**config.mk**
```make
export PLATFORM = sky130hd
export DESIGN_NAME = vn_sq_lane
export DESIGN_NICKNAME = d
export VERILOG_FILES = /design/src/sv/vector4_normalize_macros.svh /design/src/sv/vn_pkg.sv /design/src/sv/vn_sq_lane.sv
export SDC_FILE = /design/constraint.sdc
export NUM_CORES = 2
export LEC_CHECK = 0
export BUFFER_PORTS_ARGS = -buffer_cell sky130_fd_sc_hd__buf_4
export CORE_UTILIZATION = 45
export CTS_CLUSTER_SIZE = 14
export DETAILED_ROUTE_END_ITERATION = 8
export PLACE_DENSITY = 0.58
export SYNTH_ARGS = -nofsm -noshare
export SYNTH_HDL_FRONTEND = slang
export SYNTH_SLANG_ARGS = --single-unit
export TNS_END_PERCENT = 30
```
**constraint.sdc**
```tcl
create_clock -name clk -period 15.5 [get_ports clk]
set_input_delay 1.55 -clock clk [delete_from_list [all_inputs] [get_ports clk]]
set_output_delay 1.55 -clock clk [all_outputs]
set_load 0.1 [all_outputs]
```
**src/sv/vector4_normalize_macros.svh**
```systemverilog
// Assertion macros for the vector normalization block.
// Included by modules that carry concurrent checks; no other dependencies.
`ifndef VECTOR4_NORMALIZE_MACROS_SVH
`define VECTOR4_NORMALIZE_MACROS_SVH

// Implication checked in the same cycle, quiet during reset.
`define VN_ASSERT_IMP(lbl, ante, cons, msg) \
	lbl: assert property (@(posedge clk) disable iff (!arst_n) (ante) |-> (cons)) \
		else $error(msg);

// Implication checked in the next cycle, quiet during reset.
`define VN_ASSERT_NXT(lbl, ante, cons, msg) \
	lbl: assert property (@(posedge clk) disable iff (!arst_n) (ante) |=> (cons)) \
		else $error(msg);

`endif

```
**src/sv/vn_pkg.sv**
```systemverilog
// Package for the vector normalization block: payload structs, widths, depths.
// No dependencies.
`timescale 1ns / 1ps
`default_nettype none
package vn_pkg;
	localparam int COMP_W  = 32;
	localparam int SUM_W   = 65;
	localparam int ROOT_W  = 33;
	localparam int QUO_W   = 31;
	localparam int SQRT_STAGES = 32;
	localparam int DIV_STAGES  = 32;
	localparam logic [QUO_W-1:0] UNIT_ONE = QUO_W'(1) << 30;

	typedef struct packed {
		logic signed [COMP_W-1:0] comp_x;
		logic signed [COMP_W-1:0] comp_y;
		logic signed [COMP_W-1:0] comp_z;
		logic signed [COMP_W-1:0] comp_w;
	} vn_in_t;

	typedef struct packed {
		logic signed [COMP_W-1:0] unit_x;
		logic signed [COMP_W-1:0] unit_y;
		logic signed [COMP_W-1:0] unit_z;
		logic signed [COMP_W-1:0] unit_w;
		logic        [COMP_W-1:0] length;
		logic                     zero_length;
		logic                     not_vector;
	} vn_out_t;

	// Data that rides beside the root pipeline
	typedef struct packed {
		logic [3:0][COMP_W-1:0] mag;
		logic [3:0]             neg;
		logic                   wnz;
	} vn_side_t;

	// Data that rides beside the divider lanes
	typedef struct packed {
		logic [3:0]        neg;
		logic              wnz;
		logic [ROOT_W-1:0] root;
	} vn_tail_t;
endpackage
`default_nettype wire

```
**src/sv/vn_sq_lane.sv**
```systemverilog
// One squaring lane: magnitude of a signed component and its square.
// Depends on vn_pkg.
`timescale 1ns / 1ps
`default_nettype none
module vn_sq_lane (
	input  wire logic                            clk,
	input  wire logic                            en,
	input  wire logic signed [vn_pkg::COMP_W-1:0] comp,
	output logic        [vn_pkg::COMP_W-1:0]     mag_s1,
	output logic        [2*vn_pkg::COMP_W-1:0]   sq_s1,
	output logic                                 neg_s1
);
	import vn_pkg::*;

	logic [COMP_W-1:0] mag;

	// Take the magnitude; the most negative value maps to 2^31
	assign mag = comp[COMP_W-1] ? COMP_W'(-comp) : COMP_W'(comp);

	// Register the square
	always_ff @(posedge clk) begin
		if (en) begin
			mag_s1 <= mag;
			sq_s1  <= (2*COMP_W)'(mag) * (2*COMP_W)'(mag);
			neg_s1 <= comp[COMP_W-1];
		end
	end
endmodule
`default_nettype wire

```
==> flow_metrics.env <==
export IMPL_status="finished clean"
export IMPL_hp_class="in2reg"
export IMPL_chipWidth_um=270
export IMPL_grt_pass1_wl_mm=147
export IMPL_cp_top_family="adder cells"
export IMPL_antenna_found_initial=2
export IMPL_cp_end_kind="register"
export IMPL_cts_clk_slew_worst_paths_ps=80
export IMPL_final_util=0.494
export IMPL_wl_mm=95.3
export IMPL_syn_area_sq_mm=0.0322
export IMPL_setup_viol=0
export IMPL_cts_setup_buffers=0
export IMPL_worstPathArrival_ps=12160
export IMPL_cts_max_level=3
export IMPL_port_buffers=129
export IMPL_synth_seq_cells=95
export IMPL_critPathMaxStageDelay_ps=600
export IMPL_fmax_mhz=83.0
export IMPL_dp_hpwl_mm=77.2
export IMPL_clk_path_buf_depth=2
export IMPL_io_pins=131
export IMPL_vias=22900
export IMPL_root_buffer="clkbuf_16"
export IMPL_required_ps=15620
export IMPL_holdWs_ps=1530
export IMPL_first_pass_iters=5
export IMPL_fin_crit_sh=0.777
export IMPL_num_fill_cells=6760
export IMPL_ys_seq_area_frac=0.0885
export IMPL_layout_drive_gt1_share=0.0684
export IMPL_drt_iter0_drc=1508
export IMPL_gr_total_overflow=0
export IMPL_ant_nets=0
export IMPL_async_flop_share=0
export IMPL_fin_nets=4585
export IMPL_final_common_cell="inv_1"
export IMPL_tns_ps=0
export IMPL_fin_crit_ps=12050
export IMPL_cts_hold_buf=0
export IMPL_cp_max_fo=19
export IMPL_clock_sinks=95
export IMPL_num_rows=97
export IMPL_crit_slowest_cell="or4_1"
export IMPL_grt_max_degree=64
export IMPL_maxCapViolCount=0
export IMPL_crit_top_cell="fa_1"
export IMPL_syn_to_final_growth_pct=8.06
export IMPL_grt_usage=0.272
export IMPL_synth_enable_flop_cells=95
export IMPL_crit_type="in2reg"
export IMPL_grt_pass1_vias=24500
export IMPL_crit_buf_inv=7
export IMPL_core_sq_mm=0.0705
export IMPL_synthCells=3381
export IMPL_synth_area_per_cell_sq_um=9.53
export IMPL_cts_tree="done"
export IMPL_drt_vias_per_instance=5.19
export IMPL_diodes=0
export IMPL_hold_viol=0
export IMPL_die_area_sq_mm=0.0727
export IMPL_slew_limit_headroom=0.218
export IMPL_final_cell_mix="inv_1, fa_1, nand2_1, ha_1, nor2_1"
export IMPL_synth_top_flop_cell="edfxtp_1"
export IMPL_start_util=0.457
export IMPL_yosysWarnings=0
export IMPL_gp_congestion=0.935
export IMPL_startpoint_type="input pin"
export IMPL_worst_slew_pin_slew_ps=1170
export IMPL_ys_types=64
export IMPL_drc=0
export IMPL_slew_viol_final=0
export IMPL_wl_per_cell_um=21.6
export IMPL_cts_resized=0
export IMPL_die_h_um=270
export IMPL_rsz0062_at_grt="no"
export IMPL_numCtsBuffers=9
==> kinds of logic after synthesis <==
group / Yosys count / synth area share
adder cells (fa/ha/maj): 1078 / 0.604
AO/OA/AOI/OAI: 267 / 0.0537
XOR/XNOR: 115 / 0.0315
multiplexers: 1 / 0.000349
AND/OR/NAND/NOR: 691 / 0.0895
flip-flops: 95 / 0.0885
buffers and inverters: 1132 / 0.133
other: 2 / 0.000233
==> synthesized netlist by cell type (4+ instances only) <==
master,instances,area (sq um)
a211oi_1,4,30.0
a21o_1,42,315
a21oi_1,80,400
a31oi_1,14,87.6
and2_1,7,43.8
and3_1,11,68.8
buf_1,7,26.3
buf_2,6,30.0
clkbuf_1,107,402
edfxtp_1,95,2850
fa_1,795,15900
ha_1,283,3540
inv_1,999,3750
inv_2,5,18.8
nand2_1,302,1130
nand2b_1,4,25.0
nand3_1,20,100
nand4_1,22,138
nor2_1,272,1020
nor3_1,14,70.1
nor4_1,5,31.3
o211ai_1,7,52.6
o21a_1,17,128
o21ai_0,50,250
o21bai_1,11,82.6
o31ai_1,10,75.1
or2_2,6,37.5
or3_1,10,62.6
or4_1,7,52.6
xnor2_1,68,596
xor2_1,46,403
==> flip-flops by register name (all words and copies together), names as in the netlist <==
signal,count
mag_s1,32
neg_s1,1
sq_s1,62
==> worst paths after layout <==
path     from         to  slack (ps)  cells after the start
max   comp[5]  sq_s1[57]        3450                     33
min   comp[1]   sq_s1[2]        1530                      2
==> metrics by stage <==
stage	setup WS, ps	area, sq um	std cells
after floorplan	4190	32300	3406
after CTS	3650	34800	4418
after global routing	2970	34800	4418
after global placement	3490	34500	4402
final	3450	34800	4418
after detailed placement	3280	34500	4402
==> per-layer routing <==
metal	vias up	wire (um)	track usage
met5	-	0	0
met4	0	3930	0.0975
met3	147	7100	0.0347
met2	885	46500	0.455
met1	11800	37700	0.364
li1	10100	-	-
==> cell type report <==
class / instances / area (sq um) / area share
repair buffers: 180 / 1350 / 0.0388
inverters: 1008 / 3790 / 0.109
clock inverters: 6 / 67.6 / 0.00194
well taps: 940 / 1180 / 0.0338
multi-input cells: 2179 / 25400 / 0.728
clock buffers: 10 / 229 / 0.00657
flip-flops and latches: 95 / 2850 / 0.0819
Power is left out: the tool's default activity adds up to more than one toggle a clock period on the data nets, which glitch-free logic cannot reach.
