===== src/sv/vector4_normalize_macros.svh =====
// Assertion macros for the vector normalization block.
// Included by modules that carry concurrent checks; no other dependencies.
`ifndef VECTOR4_NORMALIZE_MACROS_SVH
`define VECTOR4_NORMALIZE_MACROS_SVH

// Implication checked in the same cycle, quiet during reset.
`define VN_ASSERT_IMP(lbl, ante, cons, msg) \
	lbl: assert property (@(posedge clk) disable iff (!arst_n) (ante) |-> (cons)) \
		else $error(msg);

// Implication checked in the next cycle, quiet during reset.
`define VN_ASSERT_NXT(lbl, ante, cons, msg) \
	lbl: assert property (@(posedge clk) disable iff (!arst_n) (ante) |=> (cons)) \
		else $error(msg);

`endif


===== src/sv/vn_pkg.sv =====
// Package for the vector normalization block: payload structs, widths, depths.
// No dependencies.
`timescale 1ns / 1ps
`default_nettype none
package vn_pkg;
	localparam int COMP_W  = 32;
	localparam int SUM_W   = 65;
	localparam int ROOT_W  = 33;
	localparam int QUO_W   = 31;
	localparam int SQRT_STAGES = 32;
	localparam int DIV_STAGES  = 32;
	localparam logic [QUO_W-1:0] UNIT_ONE = QUO_W'(1) << 30;

	typedef struct packed {
		logic signed [COMP_W-1:0] comp_x;
		logic signed [COMP_W-1:0] comp_y;
		logic signed [COMP_W-1:0] comp_z;
		logic signed [COMP_W-1:0] comp_w;
	} vn_in_t;

	typedef struct packed {
		logic signed [COMP_W-1:0] unit_x;
		logic signed [COMP_W-1:0] unit_y;
		logic signed [COMP_W-1:0] unit_z;
		logic signed [COMP_W-1:0] unit_w;
		logic        [COMP_W-1:0] length;
		logic                     zero_length;
		logic                     not_vector;
	} vn_out_t;

	// Data that rides beside the root pipeline
	typedef struct packed {
		logic [3:0][COMP_W-1:0] mag;
		logic [3:0]             neg;
		logic                   wnz;
	} vn_side_t;

	// Data that rides beside the divider lanes
	typedef struct packed {
		logic [3:0]        neg;
		logic              wnz;
		logic [ROOT_W-1:0] root;
	} vn_tail_t;
endpackage
`default_nettype wire


===== src/sv/vn_sqrt.sv =====
// Pipelined integer square root, one result bit per stage.
// Depends on vn_pkg.
`timescale 1ns / 1ps
`default_nettype none
module vn_sqrt (
	input  wire logic                       clk,
	input  wire logic                       en,
	input  wire logic [vn_pkg::SUM_W-1:0]   sum,
	output logic      [vn_pkg::ROOT_W-1:0]  root
);
	import vn_pkg::*;

	localparam int REM_W = 34;

	logic [REM_W-1:0]   rem_s  [0:SQRT_STAGES];
	logic [31:0]        res_s  [0:SQRT_STAGES];
	logic [63:0]        val_s  [0:SQRT_STAGES];
	logic               ovf_s  [0:SQRT_STAGES];

	assign rem_s[0] = '0;
	assign res_s[0] = '0;
	assign val_s[0] = sum[63:0];
	assign ovf_s[0] = sum[64];

	// One restoring step per stage: bring down two bits, try the next root bit
	for (genvar k = 0; k < SQRT_STAGES; k++) begin : g_step
		logic [REM_W+1:0] rem_n;
		logic [REM_W+1:0] trial;
		logic             take;
		assign rem_n = {rem_s[k], val_s[k][63:62]};
		assign trial = {2'b00, res_s[k], 2'b01};
		assign take  = rem_n >= trial;
		always_ff @(posedge clk) begin
			if (en) begin
				rem_s[k+1] <= take ? REM_W'(rem_n - trial) : REM_W'(rem_n);
				res_s[k+1] <= {res_s[k][30:0], take};
				val_s[k+1] <= {val_s[k][61:0], 2'b00};
				ovf_s[k+1] <= ovf_s[k];
			end
		end
	end

	// A sum of 2^64 has the root 2^32
	assign root = ovf_s[SQRT_STAGES] ? (ROOT_W'(1) << 32)
		: {1'b0, res_s[SQRT_STAGES]};
endmodule
`default_nettype wire


===== config.mk =====
export PLATFORM = sky130hd
export DESIGN_NAME = vn_sqrt
export DESIGN_NICKNAME = d
export VERILOG_FILES = /design/src/sv/vector4_normalize_macros.svh /design/src/sv/vn_pkg.sv /design/src/sv/vn_sqrt.sv
export SDC_FILE = /design/constraint.sdc
export NUM_CORES = 2
export LEC_CHECK = 0
export BUFFER_PORTS_ARGS = -buffer_cell sky130_fd_sc_hd__buf_2
export CAP_MARGIN = 0
export CELL_PAD_IN_SITES_DETAIL_PLACEMENT = 0
export CELL_PAD_IN_SITES_GLOBAL_PLACEMENT = 1
export CORE_MARGIN = 4
export CORE_UTILIZATION = 45
export CTS_BUF_LIST = sky130_fd_sc_hd__clkbuf_4 sky130_fd_sc_hd__clkbuf_8 sky130_fd_sc_hd__clkbuf_16
export DETAILED_ROUTE_END_ITERATION = 12
export GPL_TIMING_DRIVEN = 1
export PLACE_DENSITY_LB_ADDON = 0.12
export SLEW_MARGIN = 25
export SYNTH_ARGS = -nofsm -noshare
export SYNTH_HDL_FRONTEND = slang
export SYNTH_SLANG_ARGS = --single-unit

===== constraint.sdc =====
create_clock -name clk -period 8.4 [get_ports clk]
set_clock_uncertainty 0.1 [all_clocks]
set_input_delay 2.1 -clock clk [delete_from_list [all_inputs] [get_ports clk]]
set_output_delay 2.1 -clock clk [all_outputs]
set_load 0.05 [all_outputs]

==> out/metrics.yaml <==
status: "finished, final reports clean"
syn_area_sq_um: 117900
clkLatencyLatePin_ns: 0.85
crit_path_end_kind: "flop"
crit_start: "g_step[4].rem_n[24]$_DFFE_PP_"
synth-simple-area-share_pct: 9.449
row_count: 187
avgSynthCellArea_sq_um: 13.17
critPathMaxFanout: 14
max-cap-violations: 0
synthCells: 8955
floorplan.initialDensity_pct: 45.32
crit_chain: "or3_1 > or4_1 > or4_1 > or4_1 > nor2b_1 > nor4_1 > nand2_1 > or4_1 > nor3_1 > xor2_1"
fmaxAchievable_ghz: 0.2281
fin_ws_ns: 4.015
grt_pass1_vias: 67130
clock_sinks: 2555
maxSlewHeadroom_pct: 33.44
remaining_drc_errors: 0
area_growth_pct: 12.20
setup_viol: 0
cp.arrival_ns: 4.85
cts.hold.buffers_added: 0
async_reset_ff_share_pct: 0
fillers: 22360
via_per_inst: 5.243
drtIter0Drc: 4109
antenna_found_initial: 2
post_cts_resized: 0
drive_above_1_share_pct: 8.519
rsz0062_at_grt: "false"
pwr_density_cell_nw_per_um2: 277.5
fin_nets: 9855
cpMostUsedCell: "or4_1"
fp.dieW_um: 519.9
core-area_sq_um: 260200
synth_fa_ha_area_share_pct: 5.963
power.leakage_nw: 50.53
clockBufferDepth: 4
muxShareOfSynthArea_pct: 1.162
startpoint_type: "flop"
clock-root-buffer: "clkbuf_16"
syn_nets: 9584
yosysSeqAreaShare_pct: 65.06
grt_start_max_net_pins: 174
synth-edff-count: 2555
yosys_warnings: 0
tightest_slew_ns: 0.9984
yosysMostFrequentCell: "edfxtp_1"
r2r_start: "g_step[4].rem_n[24]$_DFFE_PP_"
ys_types: 88
grt_pass1_wl_um: 374200
chipHeight_um: 519.9
cpPeakStageDelay_ns: 0.76
slowest_stage: "nor2b_1"
placed_cell_area_sq_um: 122800
synth_area_leader_cell: "edfxtp_1"
clk_pin_slew_ns: 0.06
ys_top_cells_by_area: "edfxtp_1 (65%), ha_1 (6.0%), xnor2_1 (3.3%)"
min_from: "val_s[1589]$_DFFE_PP_"
ios: 100
period_share_pct: 52.20
avgRoutedWirePerCell_um: 18.37
critPathKind: "reg2reg"
hold_viol_final: 0
place_congestion: 0.8502
final_area_sq_um: 132300
dieArea_sq_um: 270300
grt_use_total_pct: 17.25
wl_um: 237800
setup_tns_ns: 0
synth_commonest_cells: "edfxtp_1 (2555), inv_1 (685), a21oi_1 (583)"
fin_crit_ns: 4.385
routed-via-count: 67880
cts_buffers: 290
ir_worst_vdd_uv: 182.2
hold_class: "reg2reg"
synth_compound_area_share_pct: 9.295
synth_top_family_by_area: "simple AND/OR/NAND/NOR gates"
cts_tree: "built"
slew_violations: 0
cts_setup_buffers: 0
yosys.area_share.xor_xnor_pct: 6.306
drt_pre_antenna_iters: 5
postRouteAntennaNets: 0
synth_seq_cells: 2555
worstPathRequired_ns: 8.86
synth.top_cell.area_share_pct: 65.06
dp.final_hpwl_um: 169400
htreeDepth: 5
dp_slack_ns: 3.789
grt-ovfl-total: 0
synth_ff_type: "edfxtp_1"
numPortBuffers: 99
holdWs_ns: 0.3017
flip-flops by register name, indices dropped and copies added (netlist names):
register,cells
ovf_s,32
res_s,32
g_step.trial,496
g_step.rem_n,1065
val_s,930
layer usage:
metal	vias to the layer above	part of all wire, %	global-route usage (%)
met5	-	0	0
met4	0	2.8	5.192
met3	419	3.0	1.995
met2	993	50	30.62
met1	32780	44	22.18
li1	33680	-	-
worst max-delay path, delay by kind of cell, from the launching register on:
kind	cells	cell delay, ns
AND/OR/NAND/NOR	9	3.46
XOR/XNOR	1	0.14
flip-flops	1	0.42
final cells by class:
type                    instances  area, sq um  area share (%)
diodes                          1        2.502        0.001891
repair buffers                155         1114          0.8416
inverters                     687         2579           1.949
well taps                    3496         4374           3.306
flip-flops and latches       2555        76720           57.99
multi-input cells            5537        38030           28.74
clock inverters               157         1654           1.250
clock buffers                 358         7838           5.924
layout by cell type, fill, tap and decap left out, drive strengths merged, types with 23 or more instances in the layout:
master  Yosys  final
o21ai     426    426
nand3b     23     23
o211ai     30     30
clkbuf    161    358
a21oi     583    583
buf        15    155
a21o      268    268
edfxtp   2555   2555
inv       687    704
nor3      200    200
o21a      105    105
nor4      117    117
bufinv      0     28
and3       45     45
xor2      404    404
a211oi     36     36
and2       31     31
xnor2     445    445
nand2b    109    109
nand2     525    525
o31ai      37     37
or4        61     61
nand3     155    155
o21bai     59     59
clkinv      0     97
or3        88     88
nor2b     122    122
nor2      552    552
mux2      111    111
a31oi      39     39
or2        48     48
nand4      90     90
ha        562    562
per-stage QoR:
stage                     util (%)  cells  total power, mW
final                        50.85  12950            36.72
after global routing         50.85  12950            38.74
after CTS                    50.85  12940            37.23
after detailed placement     47.20  12430            24.48
after global placement       47.20  12430            24.45
after floorplan                  -   8955            22.26
path summary, 6_finish.rpt:
kind / endpoint / slack [ns] / cells past startpoint
worst min-delay path: val_s[1527]$_DFFE_PP_ / 0.30 / 0
worst min register to register: val_s[1527]$_DFFE_PP_ / 0.30 / 0
worst max register to register: g_step[5].rem_n[29]$_DFFE_PP_ / 4.02 / 10
worst max-delay path: g_step[5].rem_n[29]$_DFFE_PP_ / 4.02 / 10
cells by family (layout without fill, tap and decap cells):
| kind of cell | after synthesis | count (layout) |
|---|---|---|
| AO/OA/AOI/OAI | 1766 | 1766 |
| flip-flops | 2555 | 2555 |
| buffers and inverters | 863 | 1357 |
| XOR/XNOR | 849 | 849 |
| adder cells (fa/ha/maj) | 562 | 562 |
| AND/OR/NAND/NOR | 2236 | 2236 |
| multiplexers | 123 | 123 |
| other | 1 | 2 |
power by group:
group	switching [mW]	total, mW	leakage, nW	internal, mW
combinational	3.99	7.02	21.2	3.03
sequential	1.06	17.2	24.6	16.1
clock	4.99	12.5	4.68	7.53
total	10.0	36.7	50.5	26.7
(Power assumes the default switching activity.)
