==> config.mk <==
export PLATFORM = sky130hd
export DESIGN_NAME = vn_div_lane
export DESIGN_NICKNAME = d
export VERILOG_FILES = /design/src/sv/vector4_normalize_macros.svh /design/src/sv/vn_pkg.sv /design/src/sv/vn_div_lane.sv
export SDC_FILE = /design/constraint.sdc
export NUM_CORES = 2
export LEC_CHECK = 0
export BUFFER_PORTS_ARGS = -buffer_cell sky130_fd_sc_hd__buf_4
export CORE_MARGIN = 2
export CORE_UTILIZATION = 64
export DETAILED_ROUTE_END_ITERATION = 16
export GPL_TIMING_DRIVEN = 0
export PLACE_DENSITY_LB_ADDON = 0.3
export RECOVER_POWER = 25
export SLEW_MARGIN = 20
export SYNTH_ARGS = -nofsm -noshare
export SYNTH_HDL_FRONTEND = slang
export SYNTH_SLANG_ARGS = --single-unit
==> constraint.sdc <==
create_clock -name clk -period 4.06 [get_ports clk]
set_input_delay 0.203 -clock clk [delete_from_list [all_inputs] [get_ports clk]]
set_output_delay 0.203 -clock clk [all_outputs]
set_load 0.01 [all_outputs]
==> src/sv/vector4_normalize_macros.svh <==
// Assertion macros for the vector normalization block.
// Included by modules that carry concurrent checks; no other dependencies.
`ifndef VECTOR4_NORMALIZE_MACROS_SVH
`define VECTOR4_NORMALIZE_MACROS_SVH

// Implication checked in the same cycle, quiet during reset.
`define VN_ASSERT_IMP(lbl, ante, cons, msg) \
	lbl: assert property (@(posedge clk) disable iff (!arst_n) (ante) |-> (cons)) \
		else $error(msg);

// Implication checked in the next cycle, quiet during reset.
`define VN_ASSERT_NXT(lbl, ante, cons, msg) \
	lbl: assert property (@(posedge clk) disable iff (!arst_n) (ante) |=> (cons)) \
		else $error(msg);

`endif

==> src/sv/vn_pkg.sv <==
// Package for the vector normalization block: payload structs, widths, depths.
// No dependencies.
`timescale 1ns / 1ps
`default_nettype none
package vn_pkg;
	localparam int COMP_W  = 32;
	localparam int SUM_W   = 65;
	localparam int ROOT_W  = 33;
	localparam int QUO_W   = 31;
	localparam int SQRT_STAGES = 32;
	localparam int DIV_STAGES  = 32;
	localparam logic [QUO_W-1:0] UNIT_ONE = QUO_W'(1) << 30;

	typedef struct packed {
		logic signed [COMP_W-1:0] comp_x;
		logic signed [COMP_W-1:0] comp_y;
		logic signed [COMP_W-1:0] comp_z;
		logic signed [COMP_W-1:0] comp_w;
	} vn_in_t;

	typedef struct packed {
		logic signed [COMP_W-1:0] unit_x;
		logic signed [COMP_W-1:0] unit_y;
		logic signed [COMP_W-1:0] unit_z;
		logic signed [COMP_W-1:0] unit_w;
		logic        [COMP_W-1:0] length;
		logic                     zero_length;
		logic                     not_vector;
	} vn_out_t;

	// Data that rides beside the root pipeline
	typedef struct packed {
		logic [3:0][COMP_W-1:0] mag;
		logic [3:0]             neg;
		logic                   wnz;
	} vn_side_t;

	// Data that rides beside the divider lanes
	typedef struct packed {
		logic [3:0]        neg;
		logic              wnz;
		logic [ROOT_W-1:0] root;
	} vn_tail_t;
endpackage
`default_nettype wire

==> src/sv/vn_div_lane.sv <==
// One divider lane: rounded magnitude/root as Q1.30, one quotient bit per restoring step.
// Depends on vn_pkg.
`timescale 1ns / 1ps
`default_nettype none
module vn_div_lane (
	input  wire logic                       clk,
	input  wire logic                       en,
	input  wire logic [vn_pkg::COMP_W-1:0]  mag,
	input  wire logic [vn_pkg::ROOT_W-1:0]  root,
	output logic      [vn_pkg::QUO_W-1:0]   quo
);
	import vn_pkg::*;

	localparam int REM_W = ROOT_W;
	localparam int NUM_W = 63;

	logic [REM_W-1:0]  rem_s [0:DIV_STAGES-1];
	logic [QUO_W-1:0]  num_s [0:DIV_STAGES-1];
	logic [QUO_W-1:0]  q_s   [0:DIV_STAGES-1];
	logic [ROOT_W-1:0] den_s [0:DIV_STAGES-1];
	logic [NUM_W-1:0]  num;

	// Form the rounded dividend: mag * 2^30 + root / 2
	assign num = (NUM_W'(mag) << 30) + NUM_W'(root >> 1);

	// Load the upper dividend bits as the starting remainder
	always_ff @(posedge clk) begin
		if (en) begin
			rem_s[0] <= REM_W'(num[NUM_W-1:QUO_W]);
			num_s[0] <= num[QUO_W-1:0];
			q_s[0]   <= '0;
			den_s[0] <= root;
		end
	end

	// Restoring steps, most significant quotient bit first
	for (genvar k = 0; k < DIV_STAGES-1; k++) begin : g_step
		logic [REM_W:0] rem_n;
		logic           take;
		assign rem_n = {rem_s[k], num_s[k][QUO_W-1]};
		assign take  = rem_n >= {1'b0, den_s[k]};
		always_ff @(posedge clk) begin
			if (en) begin
				rem_s[k+1] <= take ? REM_W'(rem_n - {1'b0, den_s[k]}) : REM_W'(rem_n);
				num_s[k+1] <= {num_s[k][QUO_W-2:0], 1'b0};
				q_s[k+1]   <= {q_s[k][QUO_W-2:0], take};
				den_s[k+1] <= den_s[k];
			end
		end
	end

	// Clamp to one
	assign quo = (q_s[DIV_STAGES-1] > UNIT_ONE) ? UNIT_ONE : q_s[DIV_STAGES-1];
endmodule
`default_nettype wire
==> summary.md <==
| Metric | Value |
|---|---|
| Synth top area share | 54.3% |
| Leakage | 64.9 nW |
| Worst-path maximum fanout | 4 |
| WL/cell | 22.0 um |
| First-pass GRT wire length | 542 mm |
| Yosys cell types | 105 |
| Synthesized flop and latch total | 2,542 |
| RePlAce Congestion | 0.968 |
| Clk_lat worst skew | 0.94 ns |
| Clock skew | 0.0577 ns |
| Antenna-violating nets left | 0 |
| Top cells by area, synth | edfxtp_1, ha_1, a21oi_1 |
| Status | finished clean |
| Largest net degree at the start of global routing | 174 |
| Largest family of logic cells by synthesized area | compound AO/OA/AOI/OAI gates |
| Min-Delay Path Class | in -> reg |
| Routed WL | 354 mm |
| Adder-cell area share of the yosys netlist | 9.56% |
| RR Startpoint | den_s[0][159] |
| Max-slew violation count | 0 |
| CTS Sinks | 2,542 |
| Fin crit period | 4.03 ns |
| Async S/R FF share, synth | 0% |
| PwrDens | 842 nW/um^2 |
| Post-synthesis instance total | 12,400 |
| Synthesis-to-layout area growth | 12.6% |
| Core ar. | 219,000 um^2 |
| WHS | 0.178 ns |
| Worst setup SP type | flip-flop |
| Least-Margin Pin Slew | 1.09 ns |
| RSZ-0062 raised after global routing | true |
| CP Data Required Time | 4.70 ns |
| Synth Area in Compound Gates | 15.0% |
| Antenna violations before repair | 14 |
| Final setup viols | 0 |
| Max VDD drop | 0.000565 V |
| Hold path depth | 3 |
| Avg Inst Size Synth | 11.3 um^2 |
| Detailed Place HPWL | 262 mm |
| Root buf cell | clkbuf_16 |
| Hold_sp | mag[30] |
| Chip Width | 473 um |
| Post-synthesis sequential area ratio | 54.3% |
| TritonCTS clock tree | built |
| Relative slew slack | 26.7% |
| Ratio of cells with drive above 1 in the final layout | 10.3% |
| CP arrival | 4.67 ns |
| Simple-gate share of the synthesized area | 8.79% |
| Post-Syn Area | 141,000 um^2 |
| Vias | 99,400 |
| I/O Pins | 98 |
| Overall routing resource usage | 31.0% |
| FF-to-FF setup slack | 0.03 ns |
| Mux cell area share after synthesis | 2.35% |
| Die area | 223,000 um^2 |
| Post-synth top area cell | edfxtp_1 |
| # port buffers | 97 |
| Post-synth EDFFs | 2,542 |
| Vias per cell | 6.17 |
| Final hold vios | 0 |
| DRC | 0 |
| Xor/xnor share of the synthesized area | 5.63% |
| Met1 wire length | 147 mm |
| H-tree depth | 5 |
| Iteration-0 DRC Markers | 9,837 |
| CP Class | reg -> reg |
| Standard-cell row count | 172 |
| R2R depth | 17 |
| Total global routing overflow | 0 |
| Top Metal Used | met5 |
| Max Root-Sink Buffers | 4 |
| Crit path launch | den_s[0][159] |
| Met3 WL | 23.6 mm |
| Top_reg_cell synth | edfxtp_1 |
| Achievable Freq | 248 MHz |
| Initial Utilization | 64.2% |
| Layout Nets | 14,200 |
| Vias in the first global route | 96,400 |
| Sum Neg Setup Slack | 0 ns |
| Initial DRT Pass Iterations | 6 |
| Met2 WL | 166 mm |
| Ys Warns | 0 |
| Die Y | 473 um |
| Max_cap viols | 0 |
| Clock-pin slew on the worst setup and hold paths | 0.06 ns |
| Syn Nets | 13,500 |
| Period utilization | 99.1% |
| Crit. End Element | flip-flop |
| Num CTS Buffers | 288 |
[path summary, 6_finish.rpt]
path / to
max: rem_s[0][166]
min: rem_s[0][29]
max reg2reg: rem_s[0][166]
min reg2reg: q_s[5][103]
[metal layers]
| metal | global-route usage [%] | vias up |
|---|---|---|
| met1 | 42.0 | 47900 |
| met3 | 3.90 | 935 |
| met2 | 50.4 | 4030 |
| met4 | 13.4 | 4 |
| met5 | 0 | - |
| li1 | - | 46600 |
[sequential cells by signal, indices dropped and copies added, names as in the netlist]
signal,cells
den_s,1023
q_s,496
rem_s,1022
num_s,1
[critical path: stages, from the launching register on]
cell and delay, ns:
edfxtp_1 0.41, inv_2 0.16, ha_4 0.14, inv_1 0.06, fa_2 0.37, a211oi_2 0.24
o21bai_1 0.10, a21oi_2 0.22, o21bai_4 0.09, a2111o_1 0.42, a31oi_4 0.21, o221a_4 0.20
a21oi_1 0.07, nor4_2 0.32, buf_4 0.20, buf_12 0.11, buf_4 0.11, mux2_4 0.30
[stage by stage]
stage / utilization [%] / setup slack [ns] / instances / total power, mW / area [um^2]
floorplan: - / 0.400 / 12400 / 86.1 / 141000
global placement: 66.1 / -18.86 / 15400 / 103 / 145000
detailed placement: 66.4 / -1.04 / 15400 / 103 / 145000
CTS: 71.7 / 0.000747 / 16000 / 131 / 157000
global route: 72.3 / -0.148 / 16100 / 141 / 158000
finish: 72.3 / 0.0346 / 16100 / 133 / 158000
[layout make-up]
type | count | area [um^2]
Sequential cell | 2542 | 76300
Fill cell | 15000 | 60700
Multi-Input combinational cell | 8295 | 59400
Clock buffer | 329 | 7470
Inverter | 1247 | 4680
Tap cell | 2871 | 3590
Timing Repair Buffer | 359 | 3400
Clock inverter | 161 | 1740
Buffer | 303 | 1720
Antenna cell | 6 | 15.0
[cell families (layout without fill, tap and decap cells)]
group | Yosys count | after routing
compound gates | 3407 | 3407
xor+xnor | 903 | 903
fa+ha+maj | 1056 | 1056
buf+inv | 1553 | 2399
flops | 2542 | 2542
mux | 286 | 286
other cells | 0 | 6
simple gates | 2642 | 2643
[cells in the final DEF (no fill, tap or decap), drive strengths merged, types with 109 or more instances in the layout]
cell	Yosys	routed
a21o	585	585
a21oi	1225	1225
a31oi	109	109
buf	115	331
clkbuf	191	536
dlygate4sd3	0	124
edfxtp	2542	2542
ha	1025	1025
inv	1247	1258
mux2	274	274
nand2	785	785
nand2b	121	121
nand3	185	185
nand4	174	174
nor2	815	816
nor2b	125	125
o21ai	744	744
o21bai	162	162
xnor2	547	547
xor2	356	356
[power breakdown]
| group | switching [mW] | total [mW] | leakage [nW] | internal [mW] |
|---|---|---|---|---|
| Combinational | 37.1 | 63.8 | 35.6 | 26.7 |
| Clock | 10.3 | 25.5 | 4.45 | 15.2 |
| Sequential | 4.83 | 43.9 | 24.8 | 39.1 |
[cells in the mapped netlist, drive strengths merged (121+ instances only)]
| library cell | instances |
|---|---|
| a21oi | 1225 |
| o21ai | 744 |
| edfxtp | 2542 |
| xnor2 | 547 |
| nand4 | 174 |
| nand2b | 121 |
| nand2 | 785 |
| nor2 | 815 |
| inv | 1247 |
| ha | 1025 |
| nand3 | 185 |
| xor2 | 356 |
| nor2b | 125 |
| mux2 | 274 |
| o21bai | 162 |
| a21o | 585 |
| clkbuf | 191 |
[repair_timing]
item	in CTS	in global routing
hold buffers	124	0
endpoints found under the setup margin	929	870
hold endpoints to repair	156	0
resized for setup	229	252
pin swaps	36	77
cloned	1	1
setup buffers	47	74
Note: power is estimated with default switching activity, not from simulation.
